`src/design/sto_pkg.sv`:
```
// ----------------------------------------------------------------------------
// sto_pkg
// Shared types and constants of the sorted timeout queue.
// ----------------------------------------------------------------------------
package sto_pkg;

    localparam logic [1:0] EV_NONE = 2'd0;
    localparam logic [1:0] EV_EXP  = 2'd1;
    localparam logic [1:0] EV_ARM  = 2'd2;
    localparam logic [1:0] EV_REJ  = 2'd3;

    localparam logic [31:0] GUARD_RESET = 32'hFFFF_F000;

    typedef struct packed {
        logic [1:0] ev;
        logic [3:0] id;
        logic       last;
    } t_res;

endpackage

```
`src/design/sto_ram.sv`:
```
// ----------------------------------------------------------------------------
// sto_ram
// Generic single write port RAM with one registered read port.
// ----------------------------------------------------------------------------
module sto_ram #(
    parameter int WIDTH = 32,
    parameter int DEPTH = 16
) (
    input  logic                     i_clk,
    input  logic                     i_we,
    input  logic [$clog2(DEPTH)-1:0] i_waddr,
    input  logic [WIDTH-1:0]         i_wdata,
    input  logic [$clog2(DEPTH)-1:0] i_raddr,
    output logic [WIDTH-1:0]         o_rdata
);

    logic [WIDTH-1:0] r_mem [DEPTH];
    logic [WIDTH-1:0] r_rdata;

    always_ff @(posedge i_clk) begin
        if (i_we) begin
            r_mem[i_waddr] <= i_wdata;
        end
        r_rdata <= r_mem[i_raddr];
    end

    assign o_rdata = r_rdata;

endmodule

```
`src/design/sto_outreg.sv`:
```
// ----------------------------------------------------------------------------
// sto_outreg
// Output register of the result stream.
// ----------------------------------------------------------------------------
module sto_outreg (
    input  logic          i_clk,
    input  logic          i_rst_n,
    input  logic          i_load,
    input  sto_pkg::t_res i_res,
    output logic          o_ok,
    output logic          o_valid,
    input  logic          i_ready,
    output sto_pkg::t_res o_res
);
    import sto_pkg::*;

    logic r_valid;
    t_res r_res;

    assign o_ok = !r_valid || i_ready;

    always_ff @(posedge i_clk) begin
        if (!i_rst_n) begin
            r_valid <= 1'b0;
        end else if (i_load) begin
            r_valid <= 1'b1;
        end else if (i_ready) begin
            r_valid <= 1'b0;
        end
    end

    always_ff @(posedge i_clk) begin
        if (i_load) begin
            r_res <= i_res;
        end
    end

    assign o_valid = r_valid;
    assign o_res   = r_res;

endmodule

```
`src/design/sto_ctrl.sv`:
```
// ----------------------------------------------------------------------------
// sto_ctrl
// Sequencer: walks the sorted list in memory to insert and expire timers.
// ----------------------------------------------------------------------------
module sto_ctrl #(
    parameter int NUM_TIMERS = 16
) (
    input  logic                          i_clk,
    input  logic                          i_rst_n,
    input  logic                          i_in_valid,
    output logic                          o_in_ready,
    input  logic                          i_mode,
    input  logic [3:0]                    i_slot_sel,
    input  logic [31:0]                   i_delay,
    input  logic                          i_cfg_valid,
    input  logic [31:0]                   i_cfg_data,
    output logic                          o_dl_we,
    output logic [$clog2(NUM_TIMERS)-1:0] o_dl_waddr,
    output logic [31:0]                   o_dl_wdata,
    output logic                          o_nx_we,
    output logic [$clog2(NUM_TIMERS)-1:0] o_nx_waddr,
    output logic [$clog2(NUM_TIMERS+1)-1:0] o_nx_wdata,
    output logic [$clog2(NUM_TIMERS)-1:0] o_raddr,
    input  logic [31:0]                   i_dl_rdata,
    input  logic [$clog2(NUM_TIMERS+1)-1:0] i_nx_rdata,
    input  logic                          i_out_ok,
    output logic                          o_out_load,
    output sto_pkg::t_res                 o_out_res
);
    import sto_pkg::*;

    localparam int SW = $clog2(NUM_TIMERS);
    localparam int PW = $clog2(NUM_TIMERS + 1);
    localparam logic [PW-1:0] LIST_END = PW'(NUM_TIMERS);

    typedef enum logic [10:0] {
        S_IDLE   = 11'b000_0000_0001,
        S_C_CHK  = 11'b000_0000_0010,
        S_C_WR   = 11'b000_0000_0100,
        S_C_RD   = 11'b000_0000_1000,
        S_C_CMP  = 11'b000_0001_0000,
        S_C_LINK = 11'b000_0010_0000,
        S_C_FIX  = 11'b000_0100_0000,
        S_FIN    = 11'b000_1000_0000,
        S_T_INC  = 11'b001_0000_0000,
        S_T_RD   = 11'b010_0000_0000,
        S_T_CMP  = 11'b100_0000_0000
    } t_state;

    t_state          r_state, n_state;
    logic            r_mode;
    logic [3:0]      r_id;
    logic [31:0]     r_delay;
    logic [31:0]     r_cnt, n_cnt;
    logic [31:0]     r_base, n_base;
    logic [31:0]     r_thr;
    logic [31:0]     r_new, n_new;
    logic [PW-1:0]   r_cur, n_cur;
    logic [PW-1:0]   r_prev, n_prev;
    logic [PW-1:0]   r_head, n_head;
    logic [NUM_TIMERS-1:0] r_armed, n_armed;
    logic            r_pend_v, n_pend_v;
    logic [PW-1:0]   r_pend_id, n_pend_id;
    t_res            r_fin, n_fin;

    logic            in_acc;
    logic            id_bad;
    logic [32:0]     sum;
    logic [31:0]     rd_true;
    logic [SW-1:0]   slot;

    assign in_acc  = i_in_valid && o_in_ready;
    assign id_bad  = ({28'd0, r_id} >= 32'(NUM_TIMERS));
    assign sum     = {1'b0, r_delay} + {1'b0, r_cnt};
    assign rd_true = i_dl_rdata - r_base;
    assign slot    = SW'(r_id);

    assign o_in_ready = (r_state == S_IDLE);
    assign o_raddr    = r_mode ? r_cur[SW-1:0] : r_head[SW-1:0];
    assign o_dl_waddr = slot;
    assign o_dl_wdata = r_new + r_base;

    always_comb begin
        n_state    = r_state;
        n_cnt      = r_cnt;
        n_base     = r_base;
        n_new      = r_new;
        n_cur      = r_cur;
        n_prev     = r_prev;
        n_head     = r_head;
        n_armed    = r_armed;
        n_pend_v   = r_pend_v;
        n_pend_id  = r_pend_id;
        n_fin      = r_fin;
        o_dl_we    = 1'b0;
        o_nx_we    = 1'b0;
        o_nx_waddr = slot;
        o_nx_wdata = r_cur;
        o_out_load = 1'b0;
        o_out_res  = r_fin;
        unique case (r_state)
            S_IDLE: begin
                if (in_acc) begin
                    n_state = i_mode ? S_C_CHK : S_T_INC;
                end
            end
            S_C_CHK: begin
                if (id_bad || r_armed[slot]) begin
                    n_fin   = '{ev: EV_REJ, id: r_id, last: 1'b1};
                    n_state = S_FIN;
                end else begin
                    if (sum[32]) begin
                        n_base = r_base + r_cnt;
                        n_cnt  = '0;
                        n_new  = r_delay;
                    end else begin
                        n_new  = sum[31:0];
                    end
                    n_state = S_C_WR;
                end
            end
            S_C_WR: begin
                o_dl_we = 1'b1;
                n_cur   = r_head;
                n_prev  = LIST_END;
                n_state = S_C_RD;
            end
            S_C_RD: begin
                n_state = (r_cur == LIST_END) ? S_C_LINK : S_C_CMP;
            end
            S_C_CMP: begin
                if (rd_true < r_new) begin
                    n_prev  = r_cur;
                    n_cur   = i_nx_rdata;
                    n_state = S_C_RD;
                end else begin
                    n_state = S_C_LINK;
                end
            end
            S_C_LINK: begin
                o_nx_we       = 1'b1;
                n_armed[slot] = 1'b1;
                n_fin         = '{ev: EV_ARM, id: r_id, last: 1'b1};
                if (r_prev == LIST_END) begin
                    n_head  = PW'(r_id);
                    n_state = S_FIN;
                end else begin
                    n_state = S_C_FIX;
                end
            end
            S_C_FIX: begin
                o_nx_we    = 1'b1;
                o_nx_waddr = r_prev[SW-1:0];
                o_nx_wdata = PW'(r_id);
                n_state    = S_FIN;
            end
            S_FIN: begin
                if (i_out_ok) begin
                    o_out_load = 1'b1;
                    n_state    = S_IDLE;
                end
            end
            S_T_INC: begin
                n_cnt    = r_cnt + 32'd1;
                n_pend_v = 1'b0;
                n_state  = S_T_RD;
            end
            S_T_RD, S_T_CMP: begin
                if (r_state == S_T_CMP && r_head != LIST_END && rd_true <= r_cnt) begin
                    if (!r_pend_v || i_out_ok) begin
                        o_out_load = r_pend_v;
                        o_out_res  = '{ev: EV_EXP, id: 4'(r_pend_id), last: 1'b0};
                        n_pend_v   = 1'b1;
                        n_pend_id  = r_head;
                        n_head     = i_nx_rdata;
                        n_armed[r_head[SW-1:0]] = 1'b0;
                        n_state    = S_T_RD;
                    end
                end else if (r_state == S_T_RD && r_head != LIST_END) begin
                    n_state = S_T_CMP;
                end else begin
                    if (r_cnt >= r_thr) begin
                        n_base = r_base + r_cnt;
                        n_cnt  = '0;
                    end
                    n_fin   = r_pend_v ? '{ev: EV_EXP, id: 4'(r_pend_id), last: 1'b1}
                                       : '{ev: EV_NONE, id: 4'd0, last: 1'b1};
                    n_state = S_FIN;
                end
            end
            default: begin
                n_state = S_IDLE;
            end
        endcase
    end

    always_ff @(posedge i_clk) begin
        if (!i_rst_n) begin
            r_state  <= S_IDLE;
            r_cnt    <= '0;
            r_base   <= '0;
            r_thr    <= GUARD_RESET;
            r_head   <= LIST_END;
            r_armed  <= '0;
            r_pend_v <= 1'b0;
        end else begin
            r_state  <= n_state;
            r_cnt    <= n_cnt;
            r_base   <= n_base;
            r_head   <= n_head;
            r_armed  <= n_armed;
            r_pend_v <= n_pend_v;
            if (i_cfg_valid) begin
                r_thr <= i_cfg_data;
            end
        end
    end

    always_ff @(posedge i_clk) begin
        if (in_acc) begin
            r_mode  <= i_mode;
            r_id    <= i_slot_sel;
            r_delay <= i_delay;
        end
        r_new     <= n_new;
        r_cur     <= n_cur;
        r_prev    <= n_prev;
        r_pend_id <= n_pend_id;
        r_fin     <= n_fin;
    end

endmodule

```
`src/design/sorted_timeout_queue_top.sv`:
```
// ----------------------------------------------------------------------------
// sorted_timeout_queue_top
// Tick counter with one-shot timers kept in a deadline-sorted linked list.
// ----------------------------------------------------------------------------
// One item is processed at a time; the next beat is accepted only in idle.
// An arm checks the slot, writes the deadline, then reads and compares each
// list entry with an earlier deadline before it links the new entry; a
// rejected arm goes straight to its result. A tick steps the counter, then
// reads and compares the head and unlinks each expired timer, one result
// beat per expiry. A full result register stalls the sequencer. The walk
// reads the deadline and link memories. No clearing pass runs after reset.
module sorted_timeout_queue_top #(
    parameter int NUM_TIMERS = 16
) (
    input  logic        i_clk,
    input  logic        i_rst_n,
    input  logic        i_s_axis_tvalid,
    output logic        o_s_axis_tready,
    input  logic [39:0] i_s_axis_tdata,   // slot_sel[3:0], delay[35:4], zero fill
    input  logic [0:0]  i_s_axis_tuser,   // mode[0]
    output logic        o_m_axis_tvalid,
    input  logic        i_m_axis_tready,
    output logic [7:0]  o_m_axis_tdata,   // timer_id[3:0], zero fill
    output logic [1:0]  o_m_axis_tuser,   // event_res[1:0]
    output logic        o_m_axis_tlast,
    input  logic        i_cfg_valid,
    output logic        o_cfg_ready,
    input  logic [31:0] i_cfg_data
);
    import sto_pkg::*;

    localparam int SW = $clog2(NUM_TIMERS);
    localparam int PW = $clog2(NUM_TIMERS + 1);

    logic          dl_we, nx_we;
    logic [SW-1:0] dl_waddr, nx_waddr, raddr;
    logic [31:0]   dl_wdata, dl_rdata;
    logic [PW-1:0] nx_wdata, nx_rdata;
    logic          out_ok, out_load;
    t_res          out_res, m_res;

    assign o_cfg_ready = 1'b1;

    sto_ctrl #(.NUM_TIMERS(NUM_TIMERS)) u_ctrl (
        .i_clk      (i_clk),
        .i_rst_n    (i_rst_n),
        .i_in_valid (i_s_axis_tvalid),
        .o_in_ready (o_s_axis_tready),
        .i_mode     (i_s_axis_tuser[0]),
        .i_slot_sel (i_s_axis_tdata[3:0]),
        .i_delay    (i_s_axis_tdata[35:4]),
        .i_cfg_valid(i_cfg_valid),
        .i_cfg_data (i_cfg_data),
        .o_dl_we    (dl_we),
        .o_dl_waddr (dl_waddr),
        .o_dl_wdata (dl_wdata),
        .o_nx_we    (nx_we),
        .o_nx_waddr (nx_waddr),
        .o_nx_wdata (nx_wdata),
        .o_raddr    (raddr),
        .i_dl_rdata (dl_rdata),
        .i_nx_rdata (nx_rdata),
        .i_out_ok   (out_ok),
        .o_out_load (out_load),
        .o_out_res  (out_res)
    );

    sto_ram #(.WIDTH(32), .DEPTH(NUM_TIMERS)) u_dl_ram (
        .i_clk  (i_clk),
        .i_we   (dl_we),
        .i_waddr(dl_waddr),
        .i_wdata(dl_wdata),
        .i_raddr(raddr),
        .o_rdata(dl_rdata)
    );

    sto_ram #(.WIDTH(PW), .DEPTH(NUM_TIMERS)) u_nx_ram (
        .i_clk  (i_clk),
        .i_we   (nx_we),
        .i_waddr(nx_waddr),
        .i_wdata(nx_wdata),
        .i_raddr(raddr),
        .o_rdata(nx_rdata)
    );

    sto_outreg u_outreg (
        .i_clk  (i_clk),
        .i_rst_n(i_rst_n),
        .i_load (out_load),
        .i_res  (out_res),
        .o_ok   (out_ok),
        .o_valid(o_m_axis_tvalid),
        .i_ready(i_m_axis_tready),
        .o_res  (m_res)
    );

    assign o_m_axis_tdata = {4'd0, m_res.id};
    assign o_m_axis_tuser = m_res.ev;
    assign o_m_axis_tlast = m_res.last;

endmodule

```
`config.mk`:
```
export PLATFORM = sky130hd
export DESIGN_NAME = sorted_timeout_queue_top
export DESIGN_NICKNAME = d
export VERILOG_FILES = /design/src/design/sto_pkg.sv /design/src/design/sto_ram.sv /design/src/design/sto_outreg.sv /design/src/design/sto_ctrl.sv /design/src/design/sorted_timeout_queue_top.sv
export SDC_FILE = /design/constraint.sdc
export NUM_CORES = 2
export LEC_CHECK = 0
export BUFFER_PORTS_ARGS = -buffer_cell sky130_fd_sc_hd__buf_2
export CAP_MARGIN = 30
export CORE_UTILIZATION = 55
export DETAILED_ROUTE_END_ITERATION = 7
export PLACE_DENSITY_LB_ADDON = 0.15
export SLEW_MARGIN = 10
export SYNTH_ARGS = -nofsm -noshare
export SYNTH_HDL_FRONTEND = slang
export SYNTH_SLANG_ARGS = --single-unit
```
`constraint.sdc`:
```
create_clock -name i_clk -period 7.38 [get_ports i_clk]
set_input_delay 1.476 -clock i_clk [delete_from_list [all_inputs] [get_ports i_clk]]
set_output_delay 1.476 -clock i_clk [all_outputs]
set_load 0.02 [all_outputs]
```
Yosys cells after proc, flatten, opt, wreduce, memory -nomap -nowiden
Memory sizes are Yosys's and may differ from the RTL's. A register that Yosys moved wholly into a read port is not among the register bits.
Cells that the tools add are included.
{"block": "word_totals", "mem_count": 2, "elab_cells": 162, "input_bits": 78, "ramBits": 592, "out_inout_bits": 14, "ff_bits": 227}
{"name": "u_dl_ram.r_mem", "words": 16, "width": 32, "rd": 1, "rd_clocked_by_memory_dff": 1, "write_ports": 1, "line": "sto_ram.sv:17", "source": "logic [WIDTH-1:0] r_mem [DEPTH];"}
{"name": "u_nx_ram.r_mem", "words": 16, "width": 5, "rd": 1, "rd_clocked_by_memory_dff": 1, "write_ports": 1, "line": "sto_ram.sv:17"}
{"block": "classes", "n_eq_ne": 27, "muxes": 67, "magnitude_cmp": 7, "bitwise": 4, "n_reduce_logical": 29, "addsub": 5}
{"op": "2-to-1 mux 32 bit", "count": 11}
{"op": "case mux 11 bit (10 select lines)", "count": 1}
{"op": "case mux 32 bit (3 select lines)", "count": 1}
{"op": "adder 32 bit", "count": 2}
{"op": "case mux 32 bit (2 select lines)", "count": 1}
{"op": "2-to-1 mux 11 bit", "count": 5}
{"op": "2-to-1 mux 7 bit", "count": 6}
{"op": "adder 32 x 32 -> 33 bit", "count": 1}
{"op": "adder 32 x 1 -> 32 bit (second input constant)", "count": 1}
{"op": ">= comparator 32 bit", "count": 1}
{"op": "<= comparator 32 bit", "count": 1}
{"op": "less-than comparator 32 bit", "count": 1}
{"op": "2-to-1 mux 16 bit", "count": 2}
{"op": "case mux 16 bit (2 select lines)", "count": 1}
{"op": "subtractor 32 bit", "count": 1}
{"op": "2-to-1 mux 5 bit", "count": 6}
{"op": "case mux 5 bit (2 select lines)", "count": 3}
{"op": "case mux 7 bit (3 select lines)", "count": 1}
{"op": "2-to-1 mux 6 bit", "count": 3}
{"op": "bitwise AND 16 bit", "count": 1}
{"op": "2-to-1 mux 1 bit", "count": 16}
{"op": "2-to-1 mux 8 bit", "count": 2}
{"op": "!= test 2 x 1 -> 1 bit (second input constant)", "count": 8}
{"op": "inverter 16 bit", "count": 1}
{"op": "34 further kinds", "count": 62}

Longest topological paths before layout
{"block": "logic_depth", "word_depth": 9, "depth_mapped": 26, "depth_no_buf": 24}

By module
From an unflattened synthesis, not the netlist that was laid out.
{"block": "hier_totals", "hier_cells": 3041, "area_unflattened_um2": 40746.6}
{"module": "sto_ram at u_dl_ram", "cells_each": 838, "n_inst": 1, "area_each_um2": 19835.3, "seq_area_each_um2": 16015.4}
{"module": "sto_ctrl", "cells_each": 2030, "n_inst": 1, "area_each_um2": 17394.2, "seq_area_each_um2": 5255.0}
{"module": "sto_ram at u_nx_ram", "cells_each": 155, "n_inst": 1, "area_each_um2": 3213.1, "seq_area_each_um2": 2502.4}
{"module": "sto_outreg", "cells_each": 11, "n_inst": 1, "area_each_um2": 259.0, "seq_area_each_um2": 230.2}
{"module": "sorted_timeout_queue_top", "cells_each": 7, "n_inst": 1, "area_each_um2": 45.0, "seq_area_each_um2": 0.0}

Worst setup path before layout
OpenSTA, ideal clock, no wires.
{"block": "synth_timing", "path_type": "reg2reg", "from": "reg u_ctrl.r_base[6]", "to": "reg u_ctrl.r_cnt[13]", "setup_time_ns": 0.070, "path_buffers": 1, "synth_period_minus_slack_ns": 5.128, "path_stages_with_launch": 21, "slack_ns": 2.252, "arrival_time_ns": 5.057, "required_time_ns": 7.310, "cell_sequence": "dfxtp_1 > inv_1 > ha_1 > a2111oi_0 > a211o_1 > o21ai_0 > o311a_1 > o31ai_1 > o21bai_1 > a21oi_1 > xnor2_1 > ha_1 > nand4_1 > nor4_1 > a21boi_0 > o21ai_0 > a211o_1 > or2_1 > buf_2 > or4_1 > a21oi_1"}
{"block": "synth_via", "elab_chain_cells": 5}
{"element": "start, declared", "line": "sto_ctrl.sv:55", "source": "logic [31:0] r_base, n_base;"}
{"element": "start signal, assigned", "line": "sto_ctrl.sv:209", "source": "r_base <= n_base;"}
{"element": "subtractor 32 bit", "line": "sto_ctrl.sv:75", "source": "assign rd_true = i_dl_rdata - r_base;"}
{"element": "<= comparator 32 bit", "line": "sto_ctrl.sv:169", "source": "if (r_state == S_T_CMP && r_head != LIST_END && rd_true <= r_cnt) begin"}
{"element": "logical AND 1 bit", "line": "sto_ctrl.sv:169"}
{"element": "!= test 2 bit (no source line)"}
{"element": "AND reduction 6 bit (no source line)"}
{"element": "end signal, assigned", "line": "sto_ctrl.sv:208", "source": "r_cnt <= n_cnt;"}
{"element": "end, declared", "line": "sto_ctrl.sv:54", "source": "logic [31:0] r_cnt, n_cnt;"}
No other way between the ends.
A chain may end at the register's enable or synchronous reset.

Worst setup path in the final report
{"block": "layout_timing", "from": "reg u_ctrl.r_base[6]", "to": "reg u_ctrl.r_armed[2]"}
{"block": "layout_via", "elab_chain_cells": 5}
{"element": "subtractor 32 bit", "line": "sto_ctrl.sv:75"}
{"element": "<= comparator 32 bit", "line": "sto_ctrl.sv:169"}
{"element": "logical AND 1 bit", "line": "sto_ctrl.sv:169"}
{"element": "!= test 2 x 1 -> 1 bit (no source line)"}
{"element": "AND reduction 3 bit (no source line)"}
{"element": "end signal, assigned", "line": "sto_ctrl.sv:211", "source": "r_armed <= n_armed;"}
{"element": "end, declared", "line": "sto_ctrl.sv:61", "source": "logic [NUM_TIMERS-1:0] r_armed, n_armed;"}
No other way between the ends.

==> impl_summary.log <==
INFO  metric synth_ff_type = edfxtp_1
INFO  metric drcViolationCount = 9
INFO  metric post-route-min-period = 6.66 ns
INFO  metric worstPathRequired = 7.93 ns
INFO  metric slowest_stage = a2111oi_0
INFO  metric synth_enable_flop_cells = 688
INFO  metric timing.setup.critical_path_class = flip-flop to flip-flop
INFO  metric hold_slack = 0.480 ns
INFO  metric synth.cells.most_frequent = 688 x edfxtp_1, 336 x nand2_1, 221 x ha_1, 188 x a21oi_1, 176 x inv_1
INFO  metric setup.reg_to_reg.worst_slack = 0.72 ns
INFO  metric failed_checks = design-rule violations
INFO  metric post_dp_cell_area = 42,700 um^2
INFO  metric post_synthesis_async_set_or_reset_flop_share = 0
INFO  metric avgViaCountPerCell = 6.12
INFO  metric yosysWarningCount = 0
INFO  metric detailedPlacementHpwl = 63,300 um
INFO  metric crit_buf_inv = 2
INFO  metric timing.final.crit_share = 0.903
INFO  metric antenna_found_initial = 2
INFO  metric layoutNonFillerInstCount = 4,335
INFO  metric critical_path.reg2reg.endpoint = u_ctrl.r_armed[2]
INFO  metric grt_max_degree = 89
INFO  metric synth_area = 40,900 um^2
INFO  metric tritoncts = done
INFO  metric final_critical_path_setup_slack = 0.716 ns
INFO  metric synth_seq_cells = 855
INFO  metric finalMaxSlewViolations = 0
INFO  metric synth_area_leader_cell = edfxtp_1
INFO  metric hold_path_depth = 2
INFO  metric final_setup_skew = 0.0387 ns
INFO  metric numPlacedInstances = 4,146
INFO  metric fmax_achieved = 150 MHz
INFO  metric ctsRootBufferMaster = clkbuf_16
INFO  metric reg2reg_from = u_ctrl.r_base[6]
INFO  metric crit_path_cell_trace = inv_1 -> ha_1 -> a2111oi_0 -> a211o_1 -> o21ai_0 -> buf_4 -> o311a_1 -> o31ai_1 -> xnor2_1 -> ha_1 -> a21o_1 -> a21o_1 -> a21oi_1 -> o211ai_1 -> nand2b_1 -> o21ai_0 -> nand2_1 -> nor3b_1 -> a21boi_0 -> o21a_1
INFO  metric setup-tns-final = 0 ns
INFO  metric globalRouteOverflowTotal = 0
INFO  metric min_delay_worst_endpoint = u_ctrl.r_armed[3]
INFO  metric dr.first_iter.drc_count = 2,242
INFO  metric count_of_buffers_from_port_buffering = 82
INFO  metric startpoint_type = flip-flop
INFO  metric synth_area_per_inst = 12.9 um^2
INFO  metric power.density = 240 nW/um^2
INFO  metric cts-htree-levels = 3
INFO  metric die_height = 275 um
INFO  metric timing.critical_path.max_delay_family = compound AO/OA/AOI/OAI gates
INFO  metric design.core.area = 73,300 um^2
INFO  metric setup-violations-final = 0
INFO  metric clk-insertion-delay-late = 0.67 ns
INFO  metric first_global_vias = 26,370
INFO  metric worst_ir_drop_vdd = 0.194 mV
INFO  metric numClockSinks = 855
INFO  metric rsz0062_at_grt = false
INFO  metric vias = 26,550
INFO  metric timing.max_cap.violations = 0
INFO  metric tightest_slew = 0.966 ns
INFO  metric finish.instance_area = 45,900 um^2
INFO  metric synthDistinctLibCells = 79
INFO  metric effective_utilization_at_floorplan = 0.558
INFO  metric postCtsSetupRepairBufs = 0
INFO  metric worst_r2r_path_depth = 20
INFO  metric grt_pass1_wl = 150,000 um
INFO  metric run_status = finished, violations left
INFO  metric num_antenna_cells = 0
INFO  metric placementRows = 99
INFO  metric ant_nets = 0
INFO  metric width_of_the_chip = 275 um
INFO  metric nFillCells = 5,428
INFO  metric layout-area-overhead-vs-synth = 12.3%
INFO  metric top_count_cell_post_synth = edfxtp_1
INFO  metric cts.clk_slew.worst_paths = 0.06 ns
INFO  metric final_core_utilization = 0.626
INFO  metric final_layout_size_suffix_gt1_frac = 0.144
INFO  metric design.die.area = 75,500 um^2
INFO  metric min_path_type = flip-flop to flip-flop
INFO  metric critical_path_peak_fanout = 10
INFO  metric final_report_hold_violation_count = 0
INFO  metric power_leakage = 17.0 nW
INFO  metric synth-seq-area-share = 0.587
INFO  metric grtUsageTotal = 0.263
INFO  metric relSlewSlack = 0.354
INFO  metric area_fraction_of_the_dominant_cell_type_after_synthesis = 0.505
INFO  metric ioPinCount = 92
INFO  metric cts.hold.buffers_added = 0
INFO  metric critical_path.endpoint_type = flip-flop
INFO  metric drt_wl_total = 99,200 um
INFO  metric place_ws = 0.808 ns
INFO  metric numCtsBuffers = 91
INFO  metric gp_routability_congestion = 0.945
INFO  metric hold_start = u_ctrl.r_armed[3]
INFO  metric post-layout-total-power = 11.0 mW
INFO  metric clock_tree.buffer_depth = 3
INFO  metric post_cts.resized_instances = 0
INFO  metric syn-instance-count = 3,165
INFO  metric detailedRoute.firstPassIterationCount = 7
INFO  metric critical_path.max_stage_delay = 0.80 ns
INFO  metric finish.net_count = 3,600
INFO  metric post_drt_wl_per_cell = 22.9 um
INFO  metric worst_path_arrival_time = 7.22 ns
INFO  metric synth.top_cells.by_area = edfxtp_1 51%, mux4_2 8.4%, dfxtp_1 8.2%
==> area by class of cell <==
class / instances / area (um^2) / area share
clock buffers: 130 / 2540 / 0.0554
clock inverters: 42 / 505 / 0.0110
inverters: 178 / 668 / 0.0145
multi-input cells: 2015 / 16000 / 0.348
flip-flops and latches: 855 / 24000 / 0.523
well taps: 959 / 1200 / 0.0261
repair buffers: 156 / 1040 / 0.0227
==> cells in the final DEF, fill, tap and decap left out, types with 7 or more instances in the layout <==
| cell type | instances |
|---|---|
| buf_2 | 83 |
| o21bai_1 | 16 |
| xnor2_1 | 78 |
| and3_1 | 22 |
| or4_1 | 11 |
| a21oi_1 | 187 |
| a21o_1 | 83 |
| o21a_1 | 31 |
| buf_4 | 63 |
| bufinv_16 | 7 |
| nor2b_1 | 30 |
| clkbuf_8 | 13 |
| nand2b_1 | 26 |
| o21ai_0 | 118 |
| o31ai_1 | 18 |
| ha_1 | 221 |
| nand2_1 | 336 |
| a211oi_1 | 57 |
| a21boi_0 | 9 |
| clkbuf_16 | 91 |
| or3_1 | 22 |
| a31oi_1 | 52 |
| nor2_1 | 138 |
| and2_1 | 51 |
| clkinv_1 | 14 |
| mux4_2 | 153 |
| nor3b_1 | 7 |
| clkinv_2 | 10 |
| inv_1 | 176 |
| mux2i_1 | 17 |
| clkbuf_1 | 27 |
| dfxtp_1 | 167 |
| edfxtp_1 | 688 |
| o211ai_1 | 33 |
| nand3_1 | 42 |
| nor2_4 | 16 |
| nand4_1 | 37 |
| xor2_1 | 37 |
| nor3_1 | 33 |
| nor4_1 | 19 |
==> power breakdown <==
group	internal, mW	switching [mW]	leakage, nW
Combinational	0.448	0.634	7.88
Clock	2.67	1.93	1.48
Sequential	5.27	0.0841	7.63
==> how the worst max path moves through the flow <==
stage,startpoint,end,slack [ns],cells after the start
3_5_place_dp,u_ctrl.r_base[1],u_ctrl.r_armed[2],0.81,22
3_3_place_gp,u_ctrl.r_base[6],u_ctrl.r_cnt[31],1.05,20
5_1_grt,u_ctrl.r_base[6],u_ctrl.r_cnt[31],0.40,20
6_report,u_ctrl.r_base[6],u_ctrl.r_armed[2],0.72,20
2_1_floorplan,u_ctrl.r_base[6],u_ctrl.r_cnt[13],2.25,20
4_1_cts,u_ctrl.r_base[1],u_ctrl.r_armed[6],0.78,22
==> worst register-to-register path, cell delays in order (launching register included) <==
cell       delay (ns)
dfxtp_1          0.42
inv_1            0.07
ha_1             0.35
a2111oi_0        0.80
a211o_1          0.29
o21ai_0          0.12
buf_4            0.17
o311a_1          0.35
o31ai_1          0.41
xnor2_1          0.23
ha_1             0.30
a21o_1           0.18
a21o_1           0.16
a21oi_1          0.19
o211ai_1         0.12
nand2b_1         0.15
o21ai_0          0.75
nand2_1          0.51
nor3b_1          0.61
a21boi_0         0.21
o21a_1           0.20
==> cell families after synthesis <==
logic type               synth area share
flip-flops                          0.587
adder cells (fa/ha/maj)            0.0695
buffers and inverters              0.0280
XOR/XNOR                           0.0246
other                            0.000184
AO/OA/AOI/OAI                       0.105
multiplexers                       0.0902
AND/OR/NAND/NOR                    0.0954
==> registers in the layout (all words and copies together), names as in the netlist, 4 cells and up <==
name               cells
u_ctrl.r_fin           6
u_ctrl.r_state        11
u_ctrl.r_thr          32
u_nx_ram.r_mem        80
u_dl_ram.o_rdata      32
u_ctrl.r_prev          5
u_ctrl.r_new          32
u_ctrl.r_cur           5
u_outreg.o_res         7
u_ctrl.r_delay        32
u_ctrl.r_armed        16
u_ctrl.r_pend_id       4
u_ctrl.o_dl_waddr      4
u_nx_ram.o_rdata       5
u_ctrl.r_cnt          32
u_ctrl.r_base         32
u_ctrl.r_head          5
u_dl_ram.r_mem       512
==> metal layers <==
| metal | GRT usage | vias up | share of wire |
|---|---|---|---|
| met5 | 0 | - | 0 |
| met4 | 0.0817 | 0 | 0.025 |
| met3 | 0.0378 | 151 | 0.069 |
| met2 | 0.432 | 998 | 0.48 |
| met1 | 0.363 | 13117 | 0.43 |
| li1 | - | 12284 | - |
No activity file was read; power rests on OpenSTA's default activity.
